==> src/rtl/lpks_pkg.sv <==
// Shared types and constants for the last-press-priority key stack.
// No dependencies; lpks_if, lpks_seq, the top level and the bench use this package.
`timescale 1ns / 1ps

package lpks_pkg;

  localparam int unsigned ENTRIES_DEF = 16;

  localparam int unsigned LIMIT_W = 5;
  localparam int unsigned POS_W   = 8;
  localparam int unsigned PARAM_W = 32;
  localparam int unsigned TIME_W  = 48;

  localparam logic [LIMIT_W-1:0] LIMIT_RST = 5'd10;

  // request codes
  localparam logic REQ_PRESS = 1'b0;

  typedef struct packed {
    logic               req_type;
    logic [POS_W-1:0]   key_position;
    logic [PARAM_W-1:0] param_a;
    logic [PARAM_W-1:0] param_b;
    logic [TIME_W-1:0]  event_time;
  } req_t;

  typedef struct packed {
    logic               is_press;
    logic [POS_W-1:0]   position;
    logic [PARAM_W-1:0] param_a;
    logic [PARAM_W-1:0] param_b;
    logic [TIME_W-1:0]  evt_time;
    logic               last;
  } ev_t;

endpackage

==> src/rtl/lpks_if.sv <==
// Valid/ready channel interfaces for key event words and emitted event words.
// Depends on lpks_pkg for field widths.
`timescale 1ns / 1ps

interface lpks_in_if;
  logic                          valid;
  logic                          ready;
  logic                          req_type;
  logic [lpks_pkg::POS_W-1:0]    key_position;
  logic [lpks_pkg::PARAM_W-1:0]  param_a;
  logic [lpks_pkg::PARAM_W-1:0]  param_b;
  logic [lpks_pkg::TIME_W-1:0]   event_time;

  modport source (output valid, req_type, key_position, param_a, param_b, event_time,
                  input ready);
  modport sink   (input valid, req_type, key_position, param_a, param_b, event_time,
                  output ready);
endinterface

interface lpks_out_if;
  logic                          valid;
  logic                          ready;
  logic                          out_is_press;
  logic [lpks_pkg::POS_W-1:0]    out_position;
  logic [lpks_pkg::PARAM_W-1:0]  out_param_a;
  logic [lpks_pkg::PARAM_W-1:0]  out_param_b;
  logic [lpks_pkg::TIME_W-1:0]   out_time;
  logic                          out_last;

  modport source (output valid, out_is_press, out_position, out_param_a, out_param_b,
                  out_time, out_last, input ready);
  modport sink   (input valid, out_is_press, out_position, out_param_a, out_param_b,
                  out_time, out_last, output ready);
endinterface

==> src/rtl/lpks_ram.sv <==
// Generic single-write, single-read RAM with a registered read port.
// No dependencies.
`timescale 1ns / 1ps

module lpks_ram #(
  parameter int unsigned WIDTH = 8,
  parameter int unsigned DEPTH = 16
) (
  input  logic                                      clk_i,
  input  logic                                      we_i,
  input  logic [((DEPTH > 1) ? $clog2(DEPTH) : 1)-1:0] waddr_i,
  input  logic [WIDTH-1:0]                          wdata_i,
  input  logic                                      re_i,
  input  logic [((DEPTH > 1) ? $clog2(DEPTH) : 1)-1:0] raddr_i,
  output logic [WIDTH-1:0]                          rdata_o
);

  logic [WIDTH-1:0] mem_q [DEPTH];
  logic [WIDTH-1:0] rdata_q;

  always_ff @(posedge clk_i) begin
    if (we_i) begin
      mem_q[waddr_i] <= wdata_i;
    end
    if (re_i) begin
      rdata_q <= mem_q[raddr_i];
    end
  end

  assign rdata_o = rdata_q;

endmodule

==> src/rtl/lpks_seq.sv <==
// Sequencer for the key stack: walks the press-order list held in slot RAMs,
// emits release/press words. Depends on lpks_pkg and lpks_ram.
`timescale 1ns / 1ps

module lpks_seq #(
  parameter int unsigned ENTRIES = lpks_pkg::ENTRIES_DEF
) (
  input  logic                          clk_i,
  input  logic                          rst_ni,
  input  logic                          cfg_we_i,
  input  logic [lpks_pkg::LIMIT_W-1:0]  cfg_wdata_i,
  input  logic                          in_valid_i,
  output logic                          in_ready_o,
  input  lpks_pkg::req_t                in_req_i,
  output logic                          ev_valid_o,
  output lpks_pkg::ev_t                 ev_o,
  input  logic                          ev_ready_i
);
  import lpks_pkg::*;

  localparam int unsigned IW   = (ENTRIES > 1) ? $clog2(ENTRIES) : 1;
  localparam int unsigned LW   = $clog2(ENTRIES + 1);
  localparam int unsigned CMPW = (LW > LIMIT_W) ? LW : LIMIT_W;
  localparam int unsigned DW   = POS_W + 2 * PARAM_W;
  localparam logic [LW-1:0] NONE = LW'(ENTRIES);

  localparam logic [3:0] S_IDLE     = 4'd0;
  localparam logic [3:0] S_PR_RD    = 4'd1;
  localparam logic [3:0] S_PR_REL   = 4'd2;
  localparam logic [3:0] S_DROP_CHK = 4'd3;
  localparam logic [3:0] S_DROP_UPD = 4'd4;
  localparam logic [3:0] S_INS1     = 4'd5;
  localparam logic [3:0] S_INS2     = 4'd6;
  localparam logic [3:0] S_PR_OUT   = 4'd7;
  localparam logic [3:0] S_RL_RD    = 4'd8;
  localparam logic [3:0] S_RL_CMP   = 4'd9;
  localparam logic [3:0] S_RL_REL   = 4'd10;
  localparam logic [3:0] S_RL_RD2   = 4'd11;
  localparam logic [3:0] S_RL_PRS   = 4'd12;

  logic [3:0]         state_q, state_d;
  req_t               req_q, req_d;
  logic [LIMIT_W-1:0] lim_q, lim_d;
  logic [ENTRIES-1:0] in_use_q, in_use_d;
  logic [LW-1:0]      cnt_q, cnt_d;
  logic [IW-1:0]      oldest_q, oldest_d;
  logic [LW-1:0]      newest_q, newest_d;
  logic [LW-1:0]      walk_q, walk_d;
  logic [LW-1:0]      older_q, older_d;
  logic [IW-1:0]      f_q, f_d;

  logic               rd_en;
  logic [IW-1:0]      rd_addr;
  logic               d_we, o_we, n_we;
  logic [IW-1:0]      d_waddr, o_waddr, n_waddr;
  logic [DW-1:0]      d_wdata, d_rdata;
  logic [LW-1:0]      o_wdata, o_rdata, n_wdata, n_rdata;

  logic [POS_W-1:0]   rd_pos;
  logic [PARAM_W-1:0] rd_a, rd_b;
  logic               hit;
  logic [CMPW-1:0]    lim_ext, lim_eff;
  logic               drop_need;
  logic [IW-1:0]      free_idx;

  // slot data, older links, newer links
  lpks_ram #(.WIDTH(DW), .DEPTH(ENTRIES)) u_data (
    .clk_i, .we_i(d_we), .waddr_i(d_waddr), .wdata_i(d_wdata),
    .re_i(rd_en), .raddr_i(rd_addr), .rdata_o(d_rdata)
  );
  lpks_ram #(.WIDTH(LW), .DEPTH(ENTRIES)) u_older (
    .clk_i, .we_i(o_we), .waddr_i(o_waddr), .wdata_i(o_wdata),
    .re_i(rd_en), .raddr_i(rd_addr), .rdata_o(o_rdata)
  );
  lpks_ram #(.WIDTH(LW), .DEPTH(ENTRIES)) u_newer (
    .clk_i, .we_i(n_we), .waddr_i(n_waddr), .wdata_i(n_wdata),
    .re_i(rd_en), .raddr_i(rd_addr), .rdata_o(n_rdata)
  );

  assign rd_pos = d_rdata[DW-1 -: POS_W];
  assign rd_a   = d_rdata[2*PARAM_W-1 -: PARAM_W];
  assign rd_b   = d_rdata[PARAM_W-1:0];
  assign hit    = (rd_pos == req_q.key_position) && (rd_a == req_q.param_a) &&
                  (rd_b == req_q.param_b);

  // limit of zero acts as one, above the depth acts as the depth
  always_comb begin
    lim_ext = CMPW'(lim_q);
    lim_eff = lim_ext;
    if (lim_ext == '0) begin
      lim_eff = CMPW'(1);
    end else if (lim_ext > CMPW'(ENTRIES)) begin
      lim_eff = CMPW'(ENTRIES);
    end
  end
  assign drop_need = (CMPW'(cnt_q) >= lim_eff);

  // lowest free slot
  always_comb begin
    free_idx = '0;
    for (int i = ENTRIES - 1; i >= 0; i--) begin
      if (!in_use_q[i]) begin
        free_idx = IW'(i);
      end
    end
  end

  assign in_ready_o = (state_q == S_IDLE);

  always_comb begin
    state_d  = state_q;
    req_d    = req_q;
    lim_d    = cfg_we_i ? cfg_wdata_i : lim_q;
    in_use_d = in_use_q;
    cnt_d    = cnt_q;
    oldest_d = oldest_q;
    newest_d = newest_q;
    walk_d   = walk_q;
    older_d  = older_q;
    f_d      = f_q;

    rd_en   = 1'b0;
    rd_addr = '0;
    d_we    = 1'b0;
    d_waddr = '0;
    d_wdata = {req_q.key_position, req_q.param_a, req_q.param_b};
    o_we    = 1'b0;
    o_waddr = '0;
    o_wdata = NONE;
    n_we    = 1'b0;
    n_waddr = '0;
    n_wdata = NONE;

    ev_valid_o      = 1'b0;
    ev_o.is_press   = 1'b0;
    ev_o.position   = rd_pos;
    ev_o.param_a    = rd_a;
    ev_o.param_b    = rd_b;
    ev_o.evt_time   = req_q.event_time;
    ev_o.last       = 1'b0;

    case (state_q)
      S_IDLE: begin
        if (in_valid_i) begin
          req_d = in_req_i;
          if (in_req_i.req_type == REQ_PRESS) begin
            state_d = (newest_q != NONE) ? S_PR_RD : S_DROP_CHK;
          end else if (newest_q != NONE) begin
            walk_d  = newest_q;
            state_d = S_RL_RD;
          end
        end
      end
      S_PR_RD: begin
        rd_en   = 1'b1;
        rd_addr = newest_q[IW-1:0];
        state_d = S_PR_REL;
      end
      S_PR_REL: begin
        // a press always follows, so this release is never last
        ev_valid_o = ev_ready_i;
        if (ev_ready_i) begin
          state_d = S_DROP_CHK;
        end
      end
      S_DROP_CHK: begin
        if (drop_need) begin
          rd_en   = 1'b1;
          rd_addr = oldest_q;
          state_d = S_DROP_UPD;
        end else begin
          state_d = S_INS1;
        end
      end
      S_DROP_UPD: begin
        in_use_d[oldest_q] = 1'b0;
        cnt_d              = cnt_q - LW'(1);
        if (n_rdata == NONE) begin
          newest_d = NONE;
          oldest_d = '0;
        end else begin
          o_we     = 1'b1;
          o_waddr  = n_rdata[IW-1:0];
          o_wdata  = NONE;
          oldest_d = n_rdata[IW-1:0];
        end
        state_d = S_DROP_CHK;
      end
      S_INS1: begin
        d_we               = 1'b1;
        d_waddr            = free_idx;
        o_we               = 1'b1;
        o_waddr            = free_idx;
        o_wdata            = newest_q;
        n_we               = 1'b1;
        n_waddr            = free_idx;
        n_wdata            = NONE;
        in_use_d[free_idx] = 1'b1;
        cnt_d              = cnt_q + LW'(1);
        f_d                = free_idx;
        if (newest_q != NONE) begin
          state_d = S_INS2;
        end else begin
          oldest_d = free_idx;
          newest_d = LW'(free_idx);
          state_d  = S_PR_OUT;
        end
      end
      S_INS2: begin
        n_we     = 1'b1;
        n_waddr  = newest_q[IW-1:0];
        n_wdata  = LW'(f_q);
        newest_d = LW'(f_q);
        state_d  = S_PR_OUT;
      end
      S_PR_OUT: begin
        ev_o.is_press = 1'b1;
        ev_o.position = req_q.key_position;
        ev_o.param_a  = req_q.param_a;
        ev_o.param_b  = req_q.param_b;
        ev_o.last     = 1'b1;
        ev_valid_o    = ev_ready_i;
        if (ev_ready_i) begin
          state_d = S_IDLE;
        end
      end
      S_RL_RD: begin
        rd_en   = 1'b1;
        rd_addr = walk_q[IW-1:0];
        state_d = S_RL_CMP;
      end
      S_RL_CMP: begin
        if (hit) begin
          in_use_d[walk_q[IW-1:0]] = 1'b0;
          cnt_d                    = cnt_q - LW'(1);
          if (walk_q == newest_q) begin
            older_d = o_rdata;
            state_d = S_RL_REL;
          end else begin
            // unlink a buried entry: no words emitted
            if (n_rdata != NONE) begin
              o_we    = 1'b1;
              o_waddr = n_rdata[IW-1:0];
              o_wdata = o_rdata;
            end
            if (o_rdata != NONE) begin
              n_we    = 1'b1;
              n_waddr = o_rdata[IW-1:0];
              n_wdata = n_rdata;
            end else if (n_rdata != NONE) begin
              oldest_d = n_rdata[IW-1:0];
            end
            state_d = S_IDLE;
          end
        end else if (o_rdata == NONE) begin
          state_d = S_IDLE;
        end else begin
          walk_d  = o_rdata;
          state_d = S_RL_RD;
        end
      end
      S_RL_REL: begin
        ev_o.last  = (older_q == NONE);
        ev_valid_o = ev_ready_i;
        if (ev_ready_i) begin
          newest_d = older_q;
          if (older_q != NONE) begin
            n_we    = 1'b1;
            n_waddr = older_q[IW-1:0];
            n_wdata = NONE;
            state_d = S_RL_RD2;
          end else begin
            oldest_d = '0;
            state_d  = S_IDLE;
          end
        end
      end
      S_RL_RD2: begin
        rd_en   = 1'b1;
        rd_addr = older_q[IW-1:0];
        state_d = S_RL_PRS;
      end
      S_RL_PRS: begin
        ev_o.is_press = 1'b1;
        ev_o.last     = 1'b1;
        ev_valid_o    = ev_ready_i;
        if (ev_ready_i) begin
          state_d = S_IDLE;
        end
      end
      default: begin
        state_d = S_IDLE;
      end
    endcase
  end

  always_ff @(posedge clk_i or negedge rst_ni) begin
    if (!rst_ni) begin
      state_q  <= S_IDLE;
      lim_q    <= LIMIT_RST;
      in_use_q <= '0;
      cnt_q    <= '0;
      oldest_q <= '0;
      newest_q <= NONE;
    end else begin
      state_q  <= state_d;
      lim_q    <= lim_d;
      in_use_q <= in_use_d;
      cnt_q    <= cnt_d;
      oldest_q <= oldest_d;
      newest_q <= newest_d;
    end
  end

  always_ff @(posedge clk_i) begin
    req_q   <= req_d;
    walk_q  <= walk_d;
    older_q <= older_d;
    f_q     <= f_d;
  end

endmodule

==> src/rtl/last_press_priority_key_stack.sv <==
// A press emits a release of the newest entry if the list is not empty, drops oldest entries
// until the count is under the limit, then inserts and emits the press; a release walks the list.
// Words are taken one at a time: a new word is accepted only when the sequencer is idle again,
// after the slot RAM walk for the previous word.
// Reset: asynchronous, clears in-use flags at once, empties the list, limit = 10.
// Depends on lpks_pkg, lpks_if and lpks_seq.
`timescale 1ns / 1ps

module last_press_priority_key_stack #(
  parameter int unsigned ENTRIES = lpks_pkg::ENTRIES_DEF
) (
  input  logic                          clk_i,
  input  logic                          rst_ni,
  input  logic                          cfg_we_i,
  input  logic [lpks_pkg::LIMIT_W-1:0]  cfg_wdata_i,
  lpks_in_if.sink                       in_i,
  lpks_out_if.source                    out_o
);
  import lpks_pkg::*;

  req_t in_req;
  ev_t  ev, ev_q;
  logic ev_valid, ev_ready;
  logic ov_q, ov_d;

  assign in_req.req_type     = in_i.req_type;
  assign in_req.key_position = in_i.key_position;
  assign in_req.param_a      = in_i.param_a;
  assign in_req.param_b      = in_i.param_b;
  assign in_req.event_time   = in_i.event_time;

  lpks_seq #(.ENTRIES(ENTRIES)) u_seq (
    .clk_i,
    .rst_ni,
    .cfg_we_i,
    .cfg_wdata_i,
    .in_valid_i (in_i.valid),
    .in_ready_o (in_i.ready),
    .in_req_i   (in_req),
    .ev_valid_o (ev_valid),
    .ev_o       (ev),
    .ev_ready_i (ev_ready)
  );

  // output register: free when empty or being taken this cycle
  assign ev_ready = !ov_q || out_o.ready;

  always_comb begin
    ov_d = ov_q;
    if (ev_valid) begin
      ov_d = 1'b1;
    end else if (out_o.ready) begin
      ov_d = 1'b0;
    end
  end

  always_ff @(posedge clk_i or negedge rst_ni) begin
    if (!rst_ni) begin
      ov_q <= 1'b0;
    end else begin
      ov_q <= ov_d;
    end
  end

  always_ff @(posedge clk_i) begin
    if (ev_valid) begin
      ev_q <= ev;
    end
  end

  assign out_o.valid        = ov_q;
  assign out_o.out_is_press = ev_q.is_press;
  assign out_o.out_position = ev_q.position;
  assign out_o.out_param_a  = ev_q.param_a;
  assign out_o.out_param_b  = ev_q.param_b;
  assign out_o.out_time     = ev_q.evt_time;
  assign out_o.out_last     = ev_q.last;

endmodule

==> src/flat_wrapper.sv <==
// flat-port wrapper written by rule: the top's interface ports become plain ports
module last_press_priority_key_stack_flat import lpks_pkg::*;
#(
  parameter int unsigned ENTRIES = lpks_pkg::ENTRIES_DEF
)
  (clk_i, rst_ni, cfg_we_i, cfg_wdata_i, in_i_valid, in_i_req_type, in_i_key_position, in_i_param_a, in_i_param_b, in_i_event_time, in_i_ready, out_o_valid, out_o_out_is_press, out_o_out_position, out_o_out_param_a, out_o_out_param_b, out_o_out_time, out_o_out_last, out_o_ready);
  lpks_in_if in_i_i ();
  lpks_out_if out_o_i ();
  input  logic clk_i;
  input  logic rst_ni;
  input  logic cfg_we_i;
  input  logic [lpks_pkg::LIMIT_W-1:0] cfg_wdata_i;
  input wire logic [$bits(in_i_i.valid)-1:0] in_i_valid;
  input wire logic [$bits(in_i_i.req_type)-1:0] in_i_req_type;
  input wire logic [$bits(in_i_i.key_position)-1:0] in_i_key_position;
  input wire logic [$bits(in_i_i.param_a)-1:0] in_i_param_a;
  input wire logic [$bits(in_i_i.param_b)-1:0] in_i_param_b;
  input wire logic [$bits(in_i_i.event_time)-1:0] in_i_event_time;
  output wire logic [$bits(in_i_i.ready)-1:0] in_i_ready;
  output wire logic [$bits(out_o_i.valid)-1:0] out_o_valid;
  output wire logic [$bits(out_o_i.out_is_press)-1:0] out_o_out_is_press;
  output wire logic [$bits(out_o_i.out_position)-1:0] out_o_out_position;
  output wire logic [$bits(out_o_i.out_param_a)-1:0] out_o_out_param_a;
  output wire logic [$bits(out_o_i.out_param_b)-1:0] out_o_out_param_b;
  output wire logic [$bits(out_o_i.out_time)-1:0] out_o_out_time;
  output wire logic [$bits(out_o_i.out_last)-1:0] out_o_out_last;
  input wire logic [$bits(out_o_i.ready)-1:0] out_o_ready;
  assign in_i_i.valid = in_i_valid;
  assign in_i_i.req_type = in_i_req_type;
  assign in_i_i.key_position = in_i_key_position;
  assign in_i_i.param_a = in_i_param_a;
  assign in_i_i.param_b = in_i_param_b;
  assign in_i_i.event_time = in_i_event_time;
  assign in_i_ready = in_i_i.ready;
  assign out_o_valid = out_o_i.valid;
  assign out_o_out_is_press = out_o_i.out_is_press;
  assign out_o_out_position = out_o_i.out_position;
  assign out_o_out_param_a = out_o_i.out_param_a;
  assign out_o_out_param_b = out_o_i.out_param_b;
  assign out_o_out_time = out_o_i.out_time;
  assign out_o_out_last = out_o_i.out_last;
  assign out_o_i.ready = out_o_ready;
  last_press_priority_key_stack #(.ENTRIES(ENTRIES)) u_core (.clk_i(clk_i), .rst_ni(rst_ni), .cfg_we_i(cfg_we_i), .cfg_wdata_i(cfg_wdata_i), .in_i(in_i_i), .out_o(out_o_i));
endmodule
==> config.mk <==
export PLATFORM = sky130hd
export DESIGN_NAME = last_press_priority_key_stack_flat
export DESIGN_NICKNAME = d
export VERILOG_FILES = /design/src/rtl/lpks_pkg.sv /design/src/rtl/lpks_if.sv /design/src/rtl/lpks_ram.sv /design/src/rtl/lpks_seq.sv /design/src/rtl/last_press_priority_key_stack.sv /design/src/flat_wrapper.sv
export SDC_FILE = /design/constraint.sdc
export NUM_CORES = 2
export LEC_CHECK = 0
export ABC_AREA = 1
export BUFFER_PORTS_ARGS = -buffer_cell sky130_fd_sc_hd__clkbuf_2
export CAP_MARGIN = 20
export CORE_ASPECT_RATIO = 2
export CORE_UTILIZATION = 60
export CTS_CLUSTER_DIAMETER = 50
export CTS_CLUSTER_SIZE = 14
export DETAILED_ROUTE_END_ITERATION = 16
export PLACE_DENSITY_LB_ADDON = 0.05
export SLEW_MARGIN = 0
export SYNTH_ARGS = -nofsm -noshare
export SYNTH_HDL_FRONTEND = slang
export SYNTH_SLANG_ARGS = --single-unit
==> constraint.sdc <==
create_clock -name clk_i -period 15.94 [get_ports clk_i]
set_input_delay 2.391 -clock clk_i [delete_from_list [all_inputs] [get_ports clk_i]]
set_output_delay 2.391 -clock clk_i [all_outputs]
set_load 0.05 [all_outputs]
* Word level (Yosys, flattened, before mapping) *
Memories as Yosys holds them, arrays and structs flattened. A register that Yosys moved wholly into a read port is not among the register bits.
Index checks and enable logic that the tools add are counted.

storage, ports and cells
  register bits = 296
  latch bits = 0
  bits in writable memories = 1,312
  bits in read-only memories = 0
  input bits = 131
  word-level logic and storage cells = 210
  memories kept = 3

cells by class
  $add $sub $neg = 2
  $mul = 0
  divide/modulo/power cells = 0
  order comparisons = 8
  equal/unequal tests = 39
  shift operators = 0
  multiplexer cells = 108
  bitwise logic cells = 5
  reduce and logical (&&, ||, !) cells = 25

memories
  name                        words  width  read ports  clocked after Yosys merged registers in  write ports  line            RTL
  u_core.u_seq.u_data.mem_q   16     72     1           1                                        1            lpks_ram.sv:18  logic [WIDTH-1:0] mem_q [DEPTH];
  u_core.u_seq.u_newer.mem_q  16     5      1           1                                        1            lpks_ram.sv:18
  u_core.u_seq.u_older.mem_q  16     5      1           1                                        1            lpks_ram.sv:18

operators by type and width
  kind                                                               number
  two-way mux 4 bit                                                  44
  two-way mux 5 bit                                                  17
  two-way mux 72 bit                                                 1
  == test 32 bit                                                     2
  case mux 16 bit (3 select lines)                                   1
  case mux 4 bit (12 select lines)                                   1
  case mux 4 bit (4 select lines)                                    3
  bitwise AND 16 bit                                                 2
  inverter 16 bit                                                    2
  case mux 5 bit (2 select lines)                                    3
  two-way mux 1 bit                                                  26
  inequality test 2 bit, second input constant                       11
  == test 4 bit, second input constant                               5
  inequality test 5 bit, second input constant                       4
  case mux 5 bit (4 select lines)                                    1
  == test 4 x 3 -> 1 bit, second input constant                      4
  two-way mux 16 bit                                                 1
  bitwise OR 16 bit                                                  1
  == test 5 bit, second input constant                               3
  < comparator 4 x 5 -> 1 bit, second input constant                 3
  case mux 5 bit (3 select lines)                                    1
  demux 1 bit (select 4 bit)                                         3
  greater-or-equal comparator 4 x 1 -> 1 bit, second input constant  3
  case mux 4 bit (3 select lines)                                    1
  other kinds (30)                                                   44

* Logic depth before layout (Yosys ltp) *
  depth after elaboration = 22
  mapped depth = 21
  gate-level depth less buffers = 21

* Modules after synthesis *
Synthesis repeated with hierarchy kept, for this count alone.

unflattened totals
  cells, all modules = 6,603
  area total of the unflattened synthesis = 72,112.9 um^2

by module, submodules not included
  module                                times used  cells an instance  area each (um^2)  seq. area each (um^2)
  lpks_ram at u_core.u_seq.u_data       1           4,731              51,493.1          36,755.3
  lpks_seq                              1           1,035              9,344.0           5,003.5
  lpks_ram at u_core.u_seq.u_newer ...  2           355                3,783.6           2,552.4
  last_press_priority_key_stack         1           127                3,708.6           3,688.5

* Worst setup path before layout *
Ideal clock, no wire load.

  path type = input-to-reg
  start = input in_i_valid
  end = register u_core.u_seq.walk_q[0] (enable)
  library setup time = 0.378 ns
  arrival time = 8.277 ns
  data required time = 15.562 ns
  setup slack = 7.285 ns
  cell stages on the path = 4
  cells stage by stage = inv_1 nor2_1 inv_1 a221oi_1

on the way
  cells in the longest elaborated chain, start to end = 2

ends and longest elaborated chain
  what                                    line                RTL
  start, declared                         flat_wrapper.sv:13  input wire logic [$bits(in_i_i.valid)-1:0] in_i_valid;
  inequality test 2 bit (no source line)  -
  AND reduction 6 bit (no source line)    -
  end signal, assigned                    lpks_seq.sv:317     walk_q <= walk_d;
  end, declared                           lpks_seq.sv:48      logic [LW-1:0] walk_q, walk_d;

Every way passes these cells.
A chain may end at the register's enable or synchronous reset.

* Final worst setup path *
  start = register u_core.u_seq.lim_q[3] (netlist: u_core.u_seq.lim_ext[3])
  end = register u_core.u_seq.u_data.rdata_q[47] (netlist: u_core.u_seq.u_data.rdata_o[47]) (read register of u_core.u_seq.u_data.mem_q) (data pin)

on the way
  cells in the longest elaborated chain, start to end = 6
  elaborated cells on any way between the ends = 9
  those cells by class = order compare (2); mux (6); reduce/logical (1)

ends and longest elaborated chain
  what                                                                                line             RTL
  start, declared                                                                     lpks_seq.sv:43   logic [LIMIT_W-1:0] lim_q, lim_d;
  start signal, assigned                                                              lpks_seq.sv:307  lim_q <= lim_d;
  greater-than comparator 5 bit                                                       lpks_seq.sv:92   end else if (lim_ext > CMPW'(ENTRIES)) begin
  two-way mux 5 bit                                                                   lpks_seq.sv:92
  two-way mux 5 bit *                                                                 lpks_seq.sv:90   if (lim_ext == '0) begin
  greater-or-equal comparator 5 bit *                                                 lpks_seq.sv:96   assign drop_need = (CMPW'(cnt_q) >= lim_eff);
  two-way mux 4 bit or two-way mux 1 bit (tied branches)                              lpks_seq.sv:167  if (drop_need) begin
  case mux 4 bit (4 select lines) or case mux 1 bit (2 select lines) (tied branches)  lpks_seq.sv:142  case (state_q)
  end, declared                                                                       lpks_ram.sv:19   logic [WIDTH-1:0] rdata_q;

Mark *: on every way between the ends. The rest lies on a longest branch, timed or not.

==> metrics.md <==
| Metric | Value |
|---|---|
| Crit path launch type | flop |
| Synth warnings | 0 |
| Sequential-to-total area share from yosys stat | 0.740 |
| Clock Sinks | 1690 |
| Tot GR Track Use | 0.323 |
| Chip height | 479 um |
| Top cells by area, synth | edfxtp_1 73%, o211ai_1 7.3%, nand2_1 4.3%, a21oi_1 2.6%, inv_1 2.6% |
| Area leader, netlist | edfxtp_1 |
| Fill count | 8169 |
| Core ar. | 113000 um2 |
| # DRC | 0 |
| Largest net degree at the start of global routing | between 200 and 250 |
| DP HPWL | 95.2 mm |
| Minimum clock period | roughly 6.6 ns |
| Clock slew at reported path FFs | 0.06 ns |
| TritonRoute pass-1 iters | 6 |
| Area Overhead vs Synth | 9.61% |
| Postcts setup bufs | 0 |
| Die Wd | between 200 and 250 um |
| DRT Wirelength | between 150 and 200 mm |
| Synth top area share | 0.726 |
| Mean number of vias per cell | 6.31 |
| Final setup viols | 0 |
| Drt wl/cell | between 20 and 30 um |
| Port-buffer cells | between 200 and 300 |
| Main synth FF type | edfxtp_1 |
| Peak supply drop | roughly 0.19 mV |
| Ys async rst share | 0.0237 |
| ANT nets after route | 0 |
| Post-Syn Nets | about 5.4k |
| Hold Crit Class | flop to flop |
| Req. time, crit path | 16.46 ns |
| GR Overflow Total | 0 |
| CTS tree | done |
| Io pins | roughly 260 |
| P_leak | 25.2 nW |
| Vias after detailed routing | 43.5k |
| Max frequency | 152 MHz |
| Max-cap viol count | 0 |
| Post-synth EDFFs | 1650 |
| Die area | 115000 um2 |
| Slew Limit Headroom | 0.166 |
| Most common cell after layout, fill and taps aside | edfxtp_1 |
| Worst Setup End Kind | flop |
| Hold Vio Cnt, Final | 0 |
| Syn Area/Cell | 13.1 um2 |
| Total power draw | between 0.01 and 0.015 W |
| Vias in the first global route | roughly 43k |
| CTS Buffer Depth | 3 |
| Synth Instances | between 5k and 6k |
| # H-tree levels | 4 |
| Crit path DAT | 7.10 ns |
| Antenna violations before repair | 4 |
| Most frequent cells in the layout | 1650 x edfxtp_1, 785 x nand2_1, 660 x o211ai_1 |
| Synthesis-stage register bit count | 1690 |
| First-pass GRT wire length | 268 mm |
| Clk Latency, worst-skew pair | 0.79 ns |
| Outcome | completed |
| Starting DRT DRC Count | between 4k and 5k |
| Crit Path Category | flop to flop |
| Layout cell share with drive strength beyond 1 | 0.102 |
| Synthesized area | slightly below 70000 um2 |
| RSZ-0062 raised after global routing | no |
| CTS root buf | clkbuf_16 |
| CTS Buf Count | 140 |
| Starting density of the core | 0.607 |
| Setup TNS | 0 ns |
| Fin nets | 5505 |
| Worst-Margin Slew | between 1 and 1.5 ns |
| Resized cells post-CTS | 0 |
| Final weighted congestion in routability-driven placement | approximately 0.93 |
| # rows | ~170 |
| Distinct cell type count after synthesis | 49 |
| PD cells | roughly 180 nW/um2 |
| Final slew viol count | 0 |
| # hold bufs at CTS | 0 |
| Worst Path Max Fanout | 160 |
| Fin Clk Skew | 0.0331 ns |
| Period Utilization, post-route | 0.413 |
flip-flops by register name, summed over array words and instances, names as in the netlist:
signal / count
u_core.out_o.out_is_press: 1
u_core.out_o.out_last: 1
u_core.out_o.out_param_a: 32
u_core.out_o.out_param_b: 32
u_core.out_o.out_position: 8
u_core.out_o.out_time: 48
u_core.out_o.valid: 1
u_core.u_seq.cnt_q: 5
u_core.u_seq.d_wdata: 72
u_core.u_seq.ev_o: 48
u_core.u_seq.f_q: 4
u_core.u_seq.in_use_q: 16
u_core.u_seq.lim_ext: 5
u_core.u_seq.newest_q: 5
u_core.u_seq.older_q: 5
u_core.u_seq.oldest_q: 4
u_core.u_seq.state_q: 4
u_core.u_seq.u_data.mem_q: 1152
u_core.u_seq.u_data.rdata_o: 72
u_core.u_seq.u_newer.mem_q: 80
u_core.u_seq.u_newer.rdata_o: 5
u_core.u_seq.u_older.mem_q: 80
u_core.u_seq.u_older.rdata_o: 5
u_core.u_seq.walk_q: 5
cell families (layout without fill, tap and decap cells):
| group | Yosys count | after routing | synth area share |
|---|---|---|---|
| buf+inv | 806 | 980 | 0.0464 |
| other cells | 0 | 2 | 0 |
| simple gates | 1228 | 1228 | 0.0736 |
| mux | 1 | 1 | 0.000165 |
| flops | 1690 | 1690 | 0.740 |
| xor+xnor | 56 | 56 | 0.00718 |
| compound gates | 1433 | 1433 | 0.131 |
| fa+ha+maj | 9 | 9 | 0.00176 |
critical path: stages (launching register included):
cell	delay [ns]
dfstp_2	0.53
inv_1	0.05
a31oi_1	0.16
nor2_1	0.07
ha_1	0.27
nand2_1	0.05
inv_1	0.05
nand4_1	0.08
nand3_1	0.22
inv_1	0.10
nor2_2	0.20
nand2_4	0.44
nand2_8	0.43
buf_16	0.47
buf_4	0.96
buf_4	0.73
buf_4	0.34
buf_16	0.34
nand2_1	0.09
o211ai_1	0.09
o211ai_1	0.16
nand3_1	0.12
nand2_1	0.06
final timing paths:
path / from / to / slack, ns / cells after the start
max: u_core.u_seq.lim_ext[3] / u_core.u_seq.u_data.rdata_o[47] / 9.36 / 22
min: u_core.u_seq.ev_o[9] / u_core.out_o.out_time[8] / 0.42 / 0
max reg2reg: u_core.u_seq.lim_ext[3] / u_core.u_seq.u_data.rdata_o[47] / 9.36 / 22
min reg2reg: u_core.u_seq.ev_o[9] / u_core.out_o.out_time[8] / 0.42 / 0
max in group asynchronous: rst_ni / u_core.u_seq.cnt_q[0] / 13.83 / 2
min in group asynchronous: rst_ni / u_core.u_seq.in_use_q[11] / 1.68 / 2
synth_stat cells (2+ instances only):
library cell  number
a21oi_1          354
a22oi_1            3
a2bb2oi_1          2
a31oi_1            4
buf_1             10
buf_2             98
buf_4              3
clkbuf_1         221
dfrtp_1           37
dfstp_2            3
edfxtp_1        1650
ha_1               8
inv_1            465
inv_2              8
nand2_1          786
nand2_2            2
nand3_1          204
nand4_1           14
nor2_1           154
nor2_2             5
nor3_1            45
nor4_1             2
o2111ai_1          2
o211ai_1         660
o21a_1             3
o21ai_0          310
o21ai_1           73
o221ai_1           2
o22ai_1            7
o311ai_0           2
o31ai_1            4
or2_2             11
xnor2_1           18
xor2_1            38
per-layer routing:
metal  part of all wire  GRT usage  vias to the layer above
met2               0.50      0.548                     2206
met5           0.000066          0                        -
met4              0.055      0.170                        2
met1               0.37      0.399                    21300
met3              0.075     0.0458                      553
li1                   -          -                    19400
per-stage QoR:
| step | util | cells | setup WS (ns) | hold WS [ns] | area [um2] |
|---|---|---|---|---|---|
| final | 0.665 | 6895 | 9.36 | 0.415 | 74900 |
| after global routing | 0.665 | 6895 | 8.94 | 0.427 | 74900 |
| after CTS | 0.664 | 6888 | 9.07 | 0.418 | 74700 |
| after detailed placement | 0.630 | 6714 | 9.07 | 0.405 | 70900 |
| after global placement | 0.630 | 6712 | 9.21 | 0.401 | 70900 |
| after floorplan | - | 5223 | 7.29 | 0.400 | 68300 |
cell type report:
class / count / area (um2) / share of cell area
timing repair buffer: 333 / 2000 / 0.0268
antenna: 2 / 5.00 / 0.0000669
sequential: 1690 / 50600 / 0.675
tap: 1496 / 1870 / 0.0250
clock buffer: 153 / 3570 / 0.0477
multi-input combinational: 2727 / 14800 / 0.197
inverter: 473 / 1800 / 0.0241
clock inverter: 21 / 270 / 0.00361
where the power goes:
| part | leakage, nW | internal [W] | switching, W | total (W) |
|---|---|---|---|---|
| clock | 1.88 | 0.00163 | 0.00150 | 0.00313 |
| combinational | 7.88 | 0.00110 | 0.00304 | 0.00414 |
| sequential | 15.4 | 0.00558 | 0.000326 | 0.00590 |
No activity file was read; power rests on OpenSTA's default activity.
